`src/sv/bae_pkg.sv`:
```
// ----------------------------------------------------------------------------
// bae_pkg
// Shared constants, types and helper functions of the binary arithmetic
// encoder.
// ----------------------------------------------------------------------------
package bae_pkg;

    localparam int MAX_PRECISION   = 32;
    localparam int COUNT_BITS      = 16;
    localparam int RESET_PRECISION = 12;

    localparam int FIELD_W  = 16;
    localparam int PREC_W   = 6;
    localparam int PREC_CAP = (MAX_PRECISION < 32) ? MAX_PRECISION : 32;
    localparam int BOUND_W  = PREC_CAP;
    localparam int RANGE_W  = BOUND_W + 1;
    localparam int IDX_W    = $clog2(BOUND_W);
    localparam int CU_W     = (COUNT_BITS < FIELD_W) ? COUNT_BITS : FIELD_W;
    localparam int PROD_W   = RANGE_W + CU_W;
    localparam int DIV_STEPS = (PROD_W + 1) / 2;
    localparam int DIV_W    = 2 * DIV_STEPS;
    localparam int CNT_MAX  = (DIV_STEPS > BOUND_W) ? DIV_STEPS : BOUND_W;
    localparam int CNT_W    = $clog2(CNT_MAX + 1);

    typedef struct packed {
        logic accept;
        logic mul;
        logic div_step;
        logic apply;
        logic shift_emit;
        logic flush_emit;
        logic single_emit;
    } bae_cmd_t;

    typedef struct packed {
        logic req_flush;
        logic req_zero;
        logic div_last;
        logic empty_sel;
        logic top_match;
        logic shift_last;
        logic flush_last;
        logic slot_free;
    } bae_status_t;

    function automatic logic [PREC_W-1:0] eff_prec(input logic [PREC_W-1:0] v);
        logic [PREC_W-1:0] p;
        p = v;
        if (v > PREC_W'(PREC_CAP))
        begin
            p = PREC_W'(PREC_CAP);
        end
        else if (v < PREC_W'(2))
        begin
            p = PREC_W'(2);
        end
        return p;
    endfunction

    function automatic logic [BOUND_W-1:0] valid_mask(input logic [PREC_W-1:0] p);
        return {BOUND_W{1'b1}} >> (PREC_W'(BOUND_W) - p);
    endfunction

endpackage

```
`src/sv/bae_if.sv`:
```
// ----------------------------------------------------------------------------
// bae_if
// Valid/ready channels of the binary arithmetic encoder: request items in,
// result items out.
// ----------------------------------------------------------------------------
interface bae_item_if import bae_pkg::*; ();
    logic               valid;
    logic               ready;
    logic               action;
    logic               symbol;
    logic               mps_value;
    logic [FIELD_W-1:0] count_mps;
    logic [FIELD_W-1:0] total_count;

    modport source (output valid, action, symbol, mps_value, count_mps, total_count,
                    input ready);
    modport sink (input valid, action, symbol, mps_value, count_mps, total_count,
                  output ready);
endinterface

interface bae_result_if ();
    logic valid;
    logic ready;
    logic out_bit;
    logic has_bit;
    logic last;
    logic empty_interval;

    modport source (output valid, out_bit, has_bit, last, empty_interval, input ready);
    modport sink (input valid, out_bit, has_bit, last, empty_interval, output ready);
endinterface

```
`src/sv/bae_ctrl.sv`:
```
// ----------------------------------------------------------------------------
// bae_ctrl
// Controller of the encoder: sequences multiply, division, interval update
// and bit emission for one item at a time.
// ----------------------------------------------------------------------------
module bae_ctrl import bae_pkg::*;
(
    input  logic        clk,
    input  logic        rst_n,
    input  logic        in_valid,
    output logic        in_ready,
    input  bae_status_t st,
    output bae_cmd_t    cmd
);

    typedef enum logic [6:0] {
        S_IDLE   = 7'b0000001,
        S_MUL    = 7'b0000010,
        S_DIV    = 7'b0000100,
        S_APPLY  = 7'b0001000,
        S_SHIFT  = 7'b0010000,
        S_FLUSH  = 7'b0100000,
        S_SINGLE = 7'b1000000
    } state_t;

    state_t state_reg;
    state_t state_next;

    always_ff @(posedge clk or negedge rst_n)
    begin
        if (!rst_n)
        begin
            state_reg <= S_IDLE;
        end
        else
        begin
            state_reg <= state_next;
        end
    end

    always_comb
    begin
        state_next = state_reg;
        cmd        = '0;
        in_ready   = 1'b0;
        unique case (state_reg)
            S_IDLE:
            begin
                in_ready = 1'b1;
                if (in_valid)
                begin
                    cmd.accept = 1'b1;
                    if (st.req_flush)
                    begin
                        state_next = S_FLUSH;
                    end
                    else if (st.req_zero)
                    begin
                        state_next = S_SINGLE;
                    end
                    else
                    begin
                        state_next = S_MUL;
                    end
                end
            end
            S_MUL:
            begin
                cmd.mul    = 1'b1;
                state_next = S_DIV;
            end
            S_DIV:
            begin
                cmd.div_step = 1'b1;
                if (st.div_last)
                begin
                    state_next = S_APPLY;
                end
            end
            S_APPLY:
            begin
                cmd.apply  = 1'b1;
                state_next = st.empty_sel ? S_SINGLE : S_SHIFT;
            end
            S_SHIFT:
            begin
                if (!st.top_match)
                begin
                    state_next = S_SINGLE;
                end
                else if (st.slot_free)
                begin
                    cmd.shift_emit = 1'b1;
                    if (st.shift_last)
                    begin
                        state_next = S_IDLE;
                    end
                end
            end
            S_FLUSH:
            begin
                if (st.slot_free)
                begin
                    cmd.flush_emit = 1'b1;
                    if (st.flush_last)
                    begin
                        state_next = S_IDLE;
                    end
                end
            end
            S_SINGLE:
            begin
                if (st.slot_free)
                begin
                    cmd.single_emit = 1'b1;
                    state_next      = S_IDLE;
                end
            end
            default:
            begin
                state_next = S_IDLE;
            end
        endcase
    end

    a_cmd_onehot: assert property (@(posedge clk) disable iff (!rst_n)
        $onehot0(cmd))
        else $error("more than one datapath command at once");

    a_emit_free: assert property (@(posedge clk) disable iff (!rst_n)
        (cmd.shift_emit || cmd.flush_emit || cmd.single_emit) |-> st.slot_free)
        else $error("result emitted into an occupied output register");

    a_one_item: assert property (@(posedge clk) disable iff (!rst_n)
        cmd.accept |=> !in_ready)
        else $error("second item taken while one is in work");

endmodule

```
`src/sv/bae_dp.sv`:
```
// ----------------------------------------------------------------------------
// bae_dp
// Datapath of the encoder: interval bounds, range multiplier, radix-4
// restoring divider, bit shifter and output register.
// ----------------------------------------------------------------------------
module bae_dp import bae_pkg::*;
(
    input  logic               clk,
    input  logic               rst_n,
    input  logic               cfg_we,
    input  logic [PREC_W-1:0]  cfg_data,
    input  logic               in_action,
    input  logic               in_symbol,
    input  logic               in_mps_value,
    input  logic [FIELD_W-1:0] in_count_mps,
    input  logic [FIELD_W-1:0] in_total_count,
    input  bae_cmd_t           cmd,
    output bae_status_t        st,
    bae_result_if.source       out_ch
);

    logic [PREC_W-1:0]  prec_reg;
    logic [BOUND_W-1:0] low_reg;
    logic [BOUND_W-1:0] high_reg;
    logic               is_mps_reg;
    logic [CU_W-1:0]    c_reg;
    logic [CU_W-1:0]    t_reg;
    logic [RANGE_W-1:0] range_reg;
    logic [DIV_W-1:0]   div_reg;
    logic [CU_W-1:0]    rem_reg;
    logic [CNT_W-1:0]   cnt_reg;
    logic               empty_reg;

    logic               out_valid_reg;
    logic               out_bit_reg;
    logic               has_bit_reg;
    logic               last_reg;
    logic               empty_out_reg;

    logic [PREC_W-1:0]  p;
    logic [BOUND_W-1:0] mask;
    logic [IDX_W-1:0]   idx_top;
    logic [IDX_W-1:0]   idx_nxt;
    logic [IDX_W-1:0]   idx_fl;
    logic               cnt_final;
    logic [CU_W-1:0]    c_in;
    logic [CU_W-1:0]    t_in;
    logic [PROD_W-1:0]  prod;
    logic [CU_W:0]      r1;
    logic [CU_W:0]      r2;
    logic [CU_W:0]      r1s;
    logic [CU_W:0]      r2s;
    logic               ge1;
    logic               ge2;
    logic [DIV_W-1:0]   q1;
    logic [DIV_W-1:0]   q2;
    logic [RANGE_W-1:0] split;
    logic [RANGE_W-1:0] lps_low;
    logic [RANGE_W-1:0] mps_high;
    logic               emit;

    assign p         = eff_prec(prec_reg);
    assign mask      = valid_mask(p);
    assign idx_top   = IDX_W'(p - PREC_W'(1));
    assign idx_nxt   = IDX_W'(p - PREC_W'(2));
    assign idx_fl    = IDX_W'(p - PREC_W'(1) - PREC_W'(cnt_reg));
    assign cnt_final = (cnt_reg == CNT_W'(p - PREC_W'(1)));

    assign c_in = in_count_mps[CU_W-1:0];
    assign t_in = in_total_count[CU_W-1:0];

    assign prod = PROD_W'(range_reg) * PROD_W'(c_reg);

    // two restoring division steps per cycle
    assign r1  = {rem_reg, div_reg[DIV_W-1]};
    assign ge1 = (r1 >= {1'b0, t_reg});
    assign r1s = ge1 ? (r1 - {1'b0, t_reg}) : r1;
    assign q1  = {div_reg[DIV_W-2:0], ge1};
    assign r2  = {r1s[CU_W-1:0], q1[DIV_W-1]};
    assign ge2 = (r2 >= {1'b0, t_reg});
    assign r2s = ge2 ? (r2 - {1'b0, t_reg}) : r2;
    assign q2  = {q1[DIV_W-2:0], ge2};

    assign split    = div_reg[RANGE_W-1:0];
    assign lps_low  = {1'b0, low_reg} + split;
    assign mps_high = {1'b0, low_reg} + split - RANGE_W'(1);

    assign emit = cmd.shift_emit || cmd.flush_emit || cmd.single_emit;

    always_comb
    begin
        st            = '0;
        st.req_flush  = in_action;
        st.req_zero   = (t_in == '0);
        st.div_last   = (cnt_reg == CNT_W'(DIV_STEPS - 1));
        st.empty_sel  = is_mps_reg ? (split == '0) : (split >= range_reg);
        st.top_match  = (low_reg[idx_top] == high_reg[idx_top]);
        st.shift_last = cnt_final || (low_reg[idx_nxt] != high_reg[idx_nxt]);
        st.flush_last = cnt_final;
        st.slot_free  = !out_valid_reg || out_ch.ready;
    end

    always_ff @(posedge clk or negedge rst_n)
    begin
        if (!rst_n)
        begin
            prec_reg <= PREC_W'(RESET_PRECISION);
            low_reg  <= '0;
            high_reg <= valid_mask(eff_prec(PREC_W'(RESET_PRECISION)));
        end
        else if (cfg_we)
        begin
            prec_reg <= cfg_data;
            low_reg  <= '0;
            high_reg <= valid_mask(eff_prec(cfg_data));
        end
        else if (cmd.apply && !st.empty_sel)
        begin
            if (is_mps_reg)
            begin
                high_reg <= BOUND_W'(mps_high);
            end
            else
            begin
                low_reg <= BOUND_W'(lps_low);
            end
        end
        else if (cmd.shift_emit)
        begin
            low_reg  <= (low_reg << 1) & mask;
            high_reg <= ((high_reg << 1) & mask) | BOUND_W'(1);
        end
    end

    always_ff @(posedge clk)
    begin
        if (cmd.accept)
        begin
            is_mps_reg <= (in_symbol == in_mps_value);
            c_reg      <= (c_in > t_in) ? t_in : c_in;
            t_reg      <= t_in;
            range_reg  <= {1'b0, high_reg} - {1'b0, low_reg} + RANGE_W'(1);
            empty_reg  <= (t_in == '0);
        end
        else if (cmd.mul)
        begin
            div_reg <= DIV_W'(prod);
            rem_reg <= '0;
        end
        else if (cmd.div_step)
        begin
            div_reg <= q2;
            rem_reg <= r2s[CU_W-1:0];
        end
        else if (cmd.apply)
        begin
            empty_reg <= st.empty_sel;
        end
    end

    always_ff @(posedge clk or negedge rst_n)
    begin
        if (!rst_n)
        begin
            cnt_reg <= '0;
        end
        else if (cmd.accept || cmd.mul || cmd.apply)
        begin
            cnt_reg <= '0;
        end
        else if (cmd.div_step || cmd.shift_emit || cmd.flush_emit)
        begin
            cnt_reg <= cnt_reg + CNT_W'(1);
        end
    end

    always_ff @(posedge clk or negedge rst_n)
    begin
        if (!rst_n)
        begin
            out_valid_reg <= 1'b0;
        end
        else if (emit)
        begin
            out_valid_reg <= 1'b1;
        end
        else if (out_ch.ready)
        begin
            out_valid_reg <= 1'b0;
        end
    end

    always_ff @(posedge clk)
    begin
        if (cmd.shift_emit)
        begin
            out_bit_reg   <= low_reg[idx_top];
            has_bit_reg   <= 1'b1;
            last_reg      <= st.shift_last;
            empty_out_reg <= 1'b0;
        end
        else if (cmd.flush_emit)
        begin
            out_bit_reg   <= low_reg[idx_fl];
            has_bit_reg   <= 1'b1;
            last_reg      <= cnt_final;
            empty_out_reg <= 1'b0;
        end
        else if (cmd.single_emit)
        begin
            out_bit_reg   <= 1'b0;
            has_bit_reg   <= 1'b0;
            last_reg      <= 1'b1;
            empty_out_reg <= empty_reg;
        end
    end

    assign out_ch.valid          = out_valid_reg;
    assign out_ch.out_bit        = out_bit_reg;
    assign out_ch.has_bit        = has_bit_reg;
    assign out_ch.last           = last_reg;
    assign out_ch.empty_interval = empty_out_reg;

    a_split_range: assert property (@(posedge clk) disable iff (!rst_n)
        cmd.apply |-> (split <= range_reg))
        else $error("interval split beyond range");

    a_bounds_order: assert property (@(posedge clk) disable iff (!rst_n)
        (cmd.apply && !st.empty_sel) |=> (low_reg <= high_reg))
        else $error("low bound above high bound after update");

    a_flush_keeps: assert property (@(posedge clk) disable iff (!rst_n)
        (cmd.flush_emit && !cfg_we) |=> $stable(low_reg))
        else $error("flush changed the low bound");

endmodule

```
`src/sv/binary_arithmetic_encoder.sv`:
```
// ----------------------------------------------------------------------------
// binary_arithmetic_encoder
// Integer binary arithmetic encoder with a configurable interval width.
//
// in_ch takes one item at a time: action 0 encodes symbol against the
// count_mps / total_count model, action 1 flushes the low bound.
// out_ch gives one item per emitted bit, last marks the final one of an
// input item; an encode that emits nothing or hits an empty subinterval
// gives one item with has_bit low.
// Encode: the range is taken at acceptance, then come multiply, the
// two-bit-per-cycle divider and the interval update, then one result per
// cycle while the receiver takes them; a zero total skips these steps and
// gives its item directly. The next item is taken once the last result
// is in the output register. Flush: P results, one per cycle after acceptance while the receiver takes them.
// cfg_we/cfg_data write the precision and restart the interval.
// Reset sets precision 12, low 0, high 4095 and empties the output register.
// A stalled receiver holds the output register; the encoder waits with it.
// ----------------------------------------------------------------------------
module binary_arithmetic_encoder import bae_pkg::*;
(
    input  logic              clk,
    input  logic              rst_n,
    input  logic              cfg_we,
    input  logic [PREC_W-1:0] cfg_data,
    bae_item_if.sink          in_ch,
    bae_result_if.source      out_ch
);

    bae_cmd_t    cmd;
    bae_status_t st;
    logic        in_ready;

    bae_ctrl u_ctrl (
        .clk      (clk),
        .rst_n    (rst_n),
        .in_valid (in_ch.valid),
        .in_ready (in_ready),
        .st       (st),
        .cmd      (cmd)
    );

    bae_dp u_dp (
        .clk            (clk),
        .rst_n          (rst_n),
        .cfg_we         (cfg_we),
        .cfg_data       (cfg_data),
        .in_action      (in_ch.action),
        .in_symbol      (in_ch.symbol),
        .in_mps_value   (in_ch.mps_value),
        .in_count_mps   (in_ch.count_mps),
        .in_total_count (in_ch.total_count),
        .cmd            (cmd),
        .st             (st),
        .out_ch         (out_ch)
    );

    assign in_ch.ready = in_ready;

endmodule

```
`src/flat_wrapper.sv`:
```
// flat-port wrapper written by rule: the top's interface ports become plain ports
module binary_arithmetic_encoder_flat import bae_pkg::*;
  (clk, rst_n, cfg_we, cfg_data, in_ch_valid, in_ch_action, in_ch_symbol, in_ch_mps_value, in_ch_count_mps, in_ch_total_count, in_ch_ready, out_ch_valid, out_ch_out_bit, out_ch_has_bit, out_ch_last, out_ch_empty_interval, out_ch_ready);
  bae_item_if in_ch_i ();
  bae_result_if out_ch_i ();
  input  logic clk;
  input  logic rst_n;
  input  logic cfg_we;
  input  logic [PREC_W-1:0] cfg_data;
  input wire logic [$bits(in_ch_i.valid)-1:0] in_ch_valid;
  input wire logic [$bits(in_ch_i.action)-1:0] in_ch_action;
  input wire logic [$bits(in_ch_i.symbol)-1:0] in_ch_symbol;
  input wire logic [$bits(in_ch_i.mps_value)-1:0] in_ch_mps_value;
  input wire logic [$bits(in_ch_i.count_mps)-1:0] in_ch_count_mps;
  input wire logic [$bits(in_ch_i.total_count)-1:0] in_ch_total_count;
  output wire logic [$bits(in_ch_i.ready)-1:0] in_ch_ready;
  output wire logic [$bits(out_ch_i.valid)-1:0] out_ch_valid;
  output wire logic [$bits(out_ch_i.out_bit)-1:0] out_ch_out_bit;
  output wire logic [$bits(out_ch_i.has_bit)-1:0] out_ch_has_bit;
  output wire logic [$bits(out_ch_i.last)-1:0] out_ch_last;
  output wire logic [$bits(out_ch_i.empty_interval)-1:0] out_ch_empty_interval;
  input wire logic [$bits(out_ch_i.ready)-1:0] out_ch_ready;
  assign in_ch_i.valid = in_ch_valid;
  assign in_ch_i.action = in_ch_action;
  assign in_ch_i.symbol = in_ch_symbol;
  assign in_ch_i.mps_value = in_ch_mps_value;
  assign in_ch_i.count_mps = in_ch_count_mps;
  assign in_ch_i.total_count = in_ch_total_count;
  assign in_ch_ready = in_ch_i.ready;
  assign out_ch_valid = out_ch_i.valid;
  assign out_ch_out_bit = out_ch_i.out_bit;
  assign out_ch_has_bit = out_ch_i.has_bit;
  assign out_ch_last = out_ch_i.last;
  assign out_ch_empty_interval = out_ch_i.empty_interval;
  assign out_ch_i.ready = out_ch_ready;
  binary_arithmetic_encoder u_core (.clk(clk), .rst_n(rst_n), .cfg_we(cfg_we), .cfg_data(cfg_data), .in_ch(in_ch_i), .out_ch(out_ch_i));
endmodule
```
`config.mk`:
```
export PLATFORM = sky130hd
export DESIGN_NAME = binary_arithmetic_encoder_flat
export DESIGN_NICKNAME = d
export VERILOG_FILES = /design/src/sv/bae_pkg.sv /design/src/sv/bae_if.sv /design/src/sv/bae_ctrl.sv /design/src/sv/bae_dp.sv /design/src/sv/binary_arithmetic_encoder.sv /design/src/flat_wrapper.sv
export SDC_FILE = /design/constraint.sdc
export NUM_CORES = 2
export LEC_CHECK = 0
export ABC_AREA = 1
export BUFFER_PORTS_ARGS = -buffer_cell sky130_fd_sc_hd__buf_4
export CAP_MARGIN = 20
export CORE_MARGIN = 4
export CORE_UTILIZATION = 50
export DETAILED_ROUTE_END_ITERATION = 10
export HOLD_SLACK_MARGIN = 0.05
export PLACE_DENSITY = 0.72
export SLEW_MARGIN = 25
export SYNTH_ARGS = -nofsm -noshare
export SYNTH_HDL_FRONTEND = slang
export SYNTH_SLANG_ARGS = --single-unit
export TNS_END_PERCENT = 30
```
`constraint.sdc`:
```
create_clock -name clk -period 9.9 [get_ports clk]
set_input_delay 1.98 -clock clk [delete_from_list [all_inputs] [get_ports clk]]
set_output_delay 1.98 -clock clk [all_outputs]
set_load 0.005 [all_outputs]
```
## Word-level counts from Yosys, hierarchy flattened

Index checks and enable logic that the tools add are counted.
Widths: inputs -> output; s select.

| word-level totals | value |
|---|---|
| register bits after elaboration | 221 |
| input port bits | 46 |
| output and inout port bits | 6 |
| logic and storage cells | 162 |

| operators by class | value |
|---|---|
| add/sub/neg operators | 12 |
| multipliers | 1 |
| magnitude comparators | 11 |
| eq/ne operators | 23 |
| shifts and indexed selects | 2 |
| mux-type cells | 67 |
| bitwise operators | 3 |
| reduce and logical (&&, ||, !) cells | 25 |

Operator list:

| operator | count |
|---|---|
| $mux 32 | 8 |
| $mux 7 | 11 |
| $and 32x32->32 | 2 |
| $mux 16 | 4 |
| $shr 32x6->32 const A | 2 |
| $mux 50 | 1 |
| $mul 33x16->49 | 1 |
| $mux 49 | 1 |
| $pmux 7 s7 | 1 |
| $mux 6 | 7 |
| $ge 17x16->1 | 2 |
| $add 33x1->33 const B | 1 |
| $ge 33x33->1 | 1 |
| $logic_not 33->1 | 1 |
| $sub 32x32->33 | 1 |
| $add 32x32->32 | 1 |
| $sub 16x16->16 | 2 |
| $sub 32x1->32 const B | 1 |
| $mux 1 | 29 |
| $bmux 1 s5 | 5 |
| $lt 5x6->1 const B | 3 |
| $gt 16x16->1 | 1 |
| $logic_not 16->1 | 1 |
| $gt 6x6->1 const B | 2 |
| 31 further kinds | 55 |

## Logic depth before layout (Yosys ltp)

| logic depth | value |
|---|---|
| depth in word-level cells | 13 |
| depth in mapped cells | 31 |
| mapped depth without buffers | 29 |

## Modules after synthesis

A second synthesis with hierarchy kept.

| second synthesis, totals | value |
|---|---|
| cells, all modules | 5475 |
| area total of the unflattened synthesis | 38892.3 um2 |

By module, submodules not included:

| module | times used | cells each | area an instance (um2) | seq. area each (um2) |
|---|---|---|---|---|
| bae_dp | 1 | 5376 | 38285.5 | 6038.3 |
| bae_ctrl | 1 | 99 | 606.8 | 176.4 |

## Worst setup path after synthesis

No wires, ideal clock.

| timing | value |
|---|---|
| path type | reg-to-reg |
| from | register u_core.u_dp.range_reg[5] |
| to | register u_core.u_dp.div_reg[29], data pin |
| library setup time | 0.264 ns |
| data arrival time | 5.977 ns |
| required time | 9.636 ns |
| setup slack | 3.659 ns |
| cell stages (with the launch flop) | 27 |
| path buffers | 2 |
| period minus slack after synthesis | 6.241 ns |
| cells stage by stage | edfxtp_1 clkbuf_1 clkbuf_1 nand2_1 fa_1 inv_1 fa_1 inv_1 fa_1 inv_1 fa_1 fa_1 inv_1 fa_1 inv_1 ha_1 a21oi_1 nor2_1 nor2_1 o21ai_0 or2_2 a21oi_1 inv_1 a31o_2 or2_2 nand3_1 o21ai_0 |

| on the way | value |
|---|---|
| cells in the longest elaborated chain, start to end | 2 |

Ends and longest elaborated chain:

| what | RTL line | RTL |
|---|---|---|
| start, declared | bae_dp.sv:28 | `logic [RANGE_W-1:0] range_reg;` |
| start signal, assigned | bae_dp.sv:142 | `range_reg <= {1'b0, high_reg} - {1'b0, low_reg} + RANGE_W'(1);` |
| $mul 33x16->49 | bae_dp.sv:72 | `assign prod = PROD_W'(range_reg) * PROD_W'(c_reg);` |
| $mux 49 | bae_dp.sv:145 | `else if (cmd.mul)` |
| end signal, assigned | bae_dp.sv:147 | `div_reg <= DIV_W'(prod);` |
| end signal, assigned | bae_dp.sv:152 | `div_reg <= q2;` |
| end, declared | bae_dp.sv:29 | `logic [DIV_W-1:0] div_reg;` |

Every way passes these cells.
A chain may end at the register's enable or synchronous reset.

## Worst setup path after layout

| timing | value |
|---|---|
| from | register u_core.u_dp.c_reg[7] |
| to | register u_core.u_dp.div_reg[43], data pin |

| on the way | value |
|---|---|
| cells in the longest elaborated chain, start to end | 2 |

Ends and longest elaborated chain:

| what | RTL line | RTL |
|---|---|---|
| start, declared | bae_dp.sv:26 | `logic [CU_W-1:0] c_reg;` |
| start signal, assigned | bae_dp.sv:140 | `c_reg <= (c_in > t_in) ? t_in : c_in;` |
| $mul 33x16->49 | bae_dp.sv:72 |  |
| $mux 49 | bae_dp.sv:145 |  |

Every way passes these cells.

==> impl_metrics.csv <==
group,metric,value,unit
detailed_routing,dr.pass1.iters,6,
timing,drv_slew,0,
cts,cts_max_path_buffers,3,
cts,cts_tree,"done",
synth,syn_avg_cell_area,7.01,µm²
synth,synthCells,5532,
timing,period_needed,7120,ps
grt,antenna_found_initial,0,
job,drv_cap,0,
setup_path,cpMaxStageDelayCell,"edfxtp_1",
setup_path,arrival,7460,ps
setup_path,r2r_start,"u_core.u_dp.c_reg[7]$_DFFE_PP_",
synth,async_flop_share,38.0,%
setup_path,regToRegEndpoint,"u_core.u_dp.div_reg[43]$_DFFE_PP_",
synth,ys_seq_area_share,16.0,%
grt,grt-ovfl-total,0,
detailed_routing,vias,35500,
cts,cts_root_buf,"clkbuf_16",
synth,synth_top_cell_area_share,22.6,%
floorplan,num_rows,101,
synth,synthTopCellsByCount,"nand2_1 (1,552), inv_1 (1,192), fa_1 (437)",
floorplan,die-area,0.0821,mm²
cts,numCtsBuffers,26,
grt,grt_pass1_wl,195000,µm
setup_path,startpoint,"u_core.u_dp.c_reg[7]$_DFFE_PP_",
detailed_routing,drt_iter0_markers,3599,
cts,hold_buffers,0,
detailed_routing,detail-route-antenna-nets,0,
detailed_routing,wl_per_cell,19.0,µm
grt,grt_max_degree,74,
timing,period_share,71.9,%
timing,setup_viol,0,
setup_path,required,10240,ps
finish,area_growth_syn_to_layout,5.29,%
cts,cts_resized,0,
setup_path,cp_max_fo,22,
cts,path_clk_slew,70,ps
setup_path,critical_path_class,"flop to flop",
placed_design,port_buffers,51,
worst_hold_path,holdCritStartpoint,"u_core.u_dp.out_ch.empty_interval$_SDFFE_PP0P_",
setup_path,startpoint_type,"flop",
synth,ys_types,66,
synth,ys_warn_count,0,
floorplan,fp.dieH,287,µm
finish,utilization,53.4,%
floorplan,core,0.0765,mm²
setup_path,crit_chain,"buf_4 -> nand2_1 -> fa_1 -> inv_1 -> fa_1 -> inv_1 -> fa_1 -> inv_1 -> fa_1 -> fa_1 -> inv_1 -> fa_1 -> inv_1 -> ha_1 -> a21oi_1 -> inv_1 -> a31oi_1 -> o21ai_0 -> a21o_1 -> o21ai_0 -> o21ai_0 -> or2_2 -> nand3_1 -> nand2_1",
timing,hold_viol_final,0,
finish,largest_register_ffs,50,
finish,drive_gt1_share,4.49,%
run_status,status,"complete, no violations",
timing,fmax,141,MHz
synth,synth_area_leaders,"fa_1 (23%), nand2_1 (15%), inv_1 (12%)",
worst_hold_path,holdPathStages,2,
cts,post_cts_buffers,0,
synth,ys_ff_latch,221,
setup_path,slowest_delay,920,ps
detailed_routing,drc_errors,0,
cts,clock_latency,590,ps
floorplan,initial_core_util,50.7,%
timing,rsz0062_at_grt,"no",
timing,finalSetupTns,0,ps
detailed_routing,wirelength,123000,µm
detailed_routing,vias_per_cell,5.47,
timing,slew_headroom,30.4,%
setup_path,reg2reg_slack,2780,ps
grt,grt_pass1_vias,35100,
floorplan,die_w,287,µm
synth,synth_nets,6329,
finish,fillerInstances,7457,
setup_path,reg2reg_depth,24,
grt,track_usage,30.1,%
synth,synth_top_cell_by_area,"fa_1",
placed_design,gp_congestion,0.983,
worst_hold_path,holdCritPathClass,"flop to flop",
finish,nets,6231,
timing,worst_slew_pin_slew,1040,ps
synth,netlist_area,0.0388,mm²
cts,htree_levels,1,
floorplan,io_pins,52,
timing,skew,34.3,ps
placed_design,dp_hpwl,96500,µm
setup_path,crit_end,"u_core.u_dp.div_reg[43]$_DFFE_PP_",
synth,ys.flop_type,"edfxtp_1",
finish,antenna_cells,0,
synth,synth_edf_count,135,
cts,clock_sinks,221,
synth,yosysMostFrequentCell,"nand2_1",
setup_path,cp-end-kind,"flop",
## cells in the final DEF, fill, tap and decap left out, drive strengths merged, types with 69 or more instances in the layout
cell and count:
a21oi 233, buf 93, dfrtp 69, edfxtp 135
fa 437, ha 314, inv 1207, nand2 1569
nand3 347, nor2 310, o21ai 320
## per-layer routing
layer / global-route usage [%] / routed length, µm
met3: 3.27 / 9050
met1: 41.1 / 51700
met2: 49.0 / 56200
met4: 12.3 / 5980
met5: 0 / 0
## metrics by stage
| step | setup slack, ps | hold slack, ps | instances | instance area [µm²] |
|---|---|---|---|---|
| 6_report | 2780 | 476 | 6484 | 40800 |
| 5_1_grt | 2360 | 510 | 6484 | 40800 |
| 4_1_cts | 2860 | 478 | 6484 | 40800 |
| 3_5_place_dp | 2870 | 464 | 6436 | 39800 |
| 3_3_place_gp | 2920 | 463 | 6436 | 39800 |
| 2_1_floorplan | 3660 | 454 | 5532 | 38800 |
## layout make-up
type / instances / area (µm²) / area share (%)
multi-input cells: 3884 / 27100 / 66.3
flip-flops and latches: 221 / 6210 / 15.2
inverters: 1208 / 4550 / 11.1
well taps: 1030 / 1290 / 3.16
clock buffers: 31 / 726 / 1.78
repair buffers: 93 / 702 / 1.72
clock inverters: 17 / 283 / 0.692
## critical path, delay by kind of cell, from the launching register on
| kind | cells | cell delay, ps |
|---|---|---|
| compound gates | 6 | 1280 |
| flops | 1 | 920 |
| simple gates | 4 | 520 |
| buf+inv | 7 | 670 |
| fa+ha+maj | 7 | 3490 |
## cell families after synthesis
family                     Yosys count  share of synthesized area (%)
buffers and inverters             1427                           14.2
DFF                                221                           16.0
and+or+nand+nor                   2380                           25.6
xor gates and xnor gates            99                           2.35
AOI/OAI and AO/OA                  654                           9.11
adders and majority gates          751                           32.7
## worst min-delay path by stage
stage,endpoint,slack [ps]
floorplan,u_core.u_dp.out_ch.empty_interval$_SDFFE_PP0P_,450
global placement,u_core.u_dp.out_ch.empty_interval$_SDFFE_PP0P_,460
detailed placement,u_core.u_dp.out_ch.empty_interval$_SDFFE_PP0P_,460
CTS,u_core.u_dp.out_ch.empty_interval$_SDFFE_PP0P_,480
global route,u_core.u_dp.out_ch.has_bit$_SDFFE_PP1P_,510
finish,u_core.u_dp.out_ch.empty_interval$_SDFFE_PP0P_,480
Power is left out: the tool's default activity adds up to more than one toggle a clock period on the data nets, which glitch-free logic cannot reach.
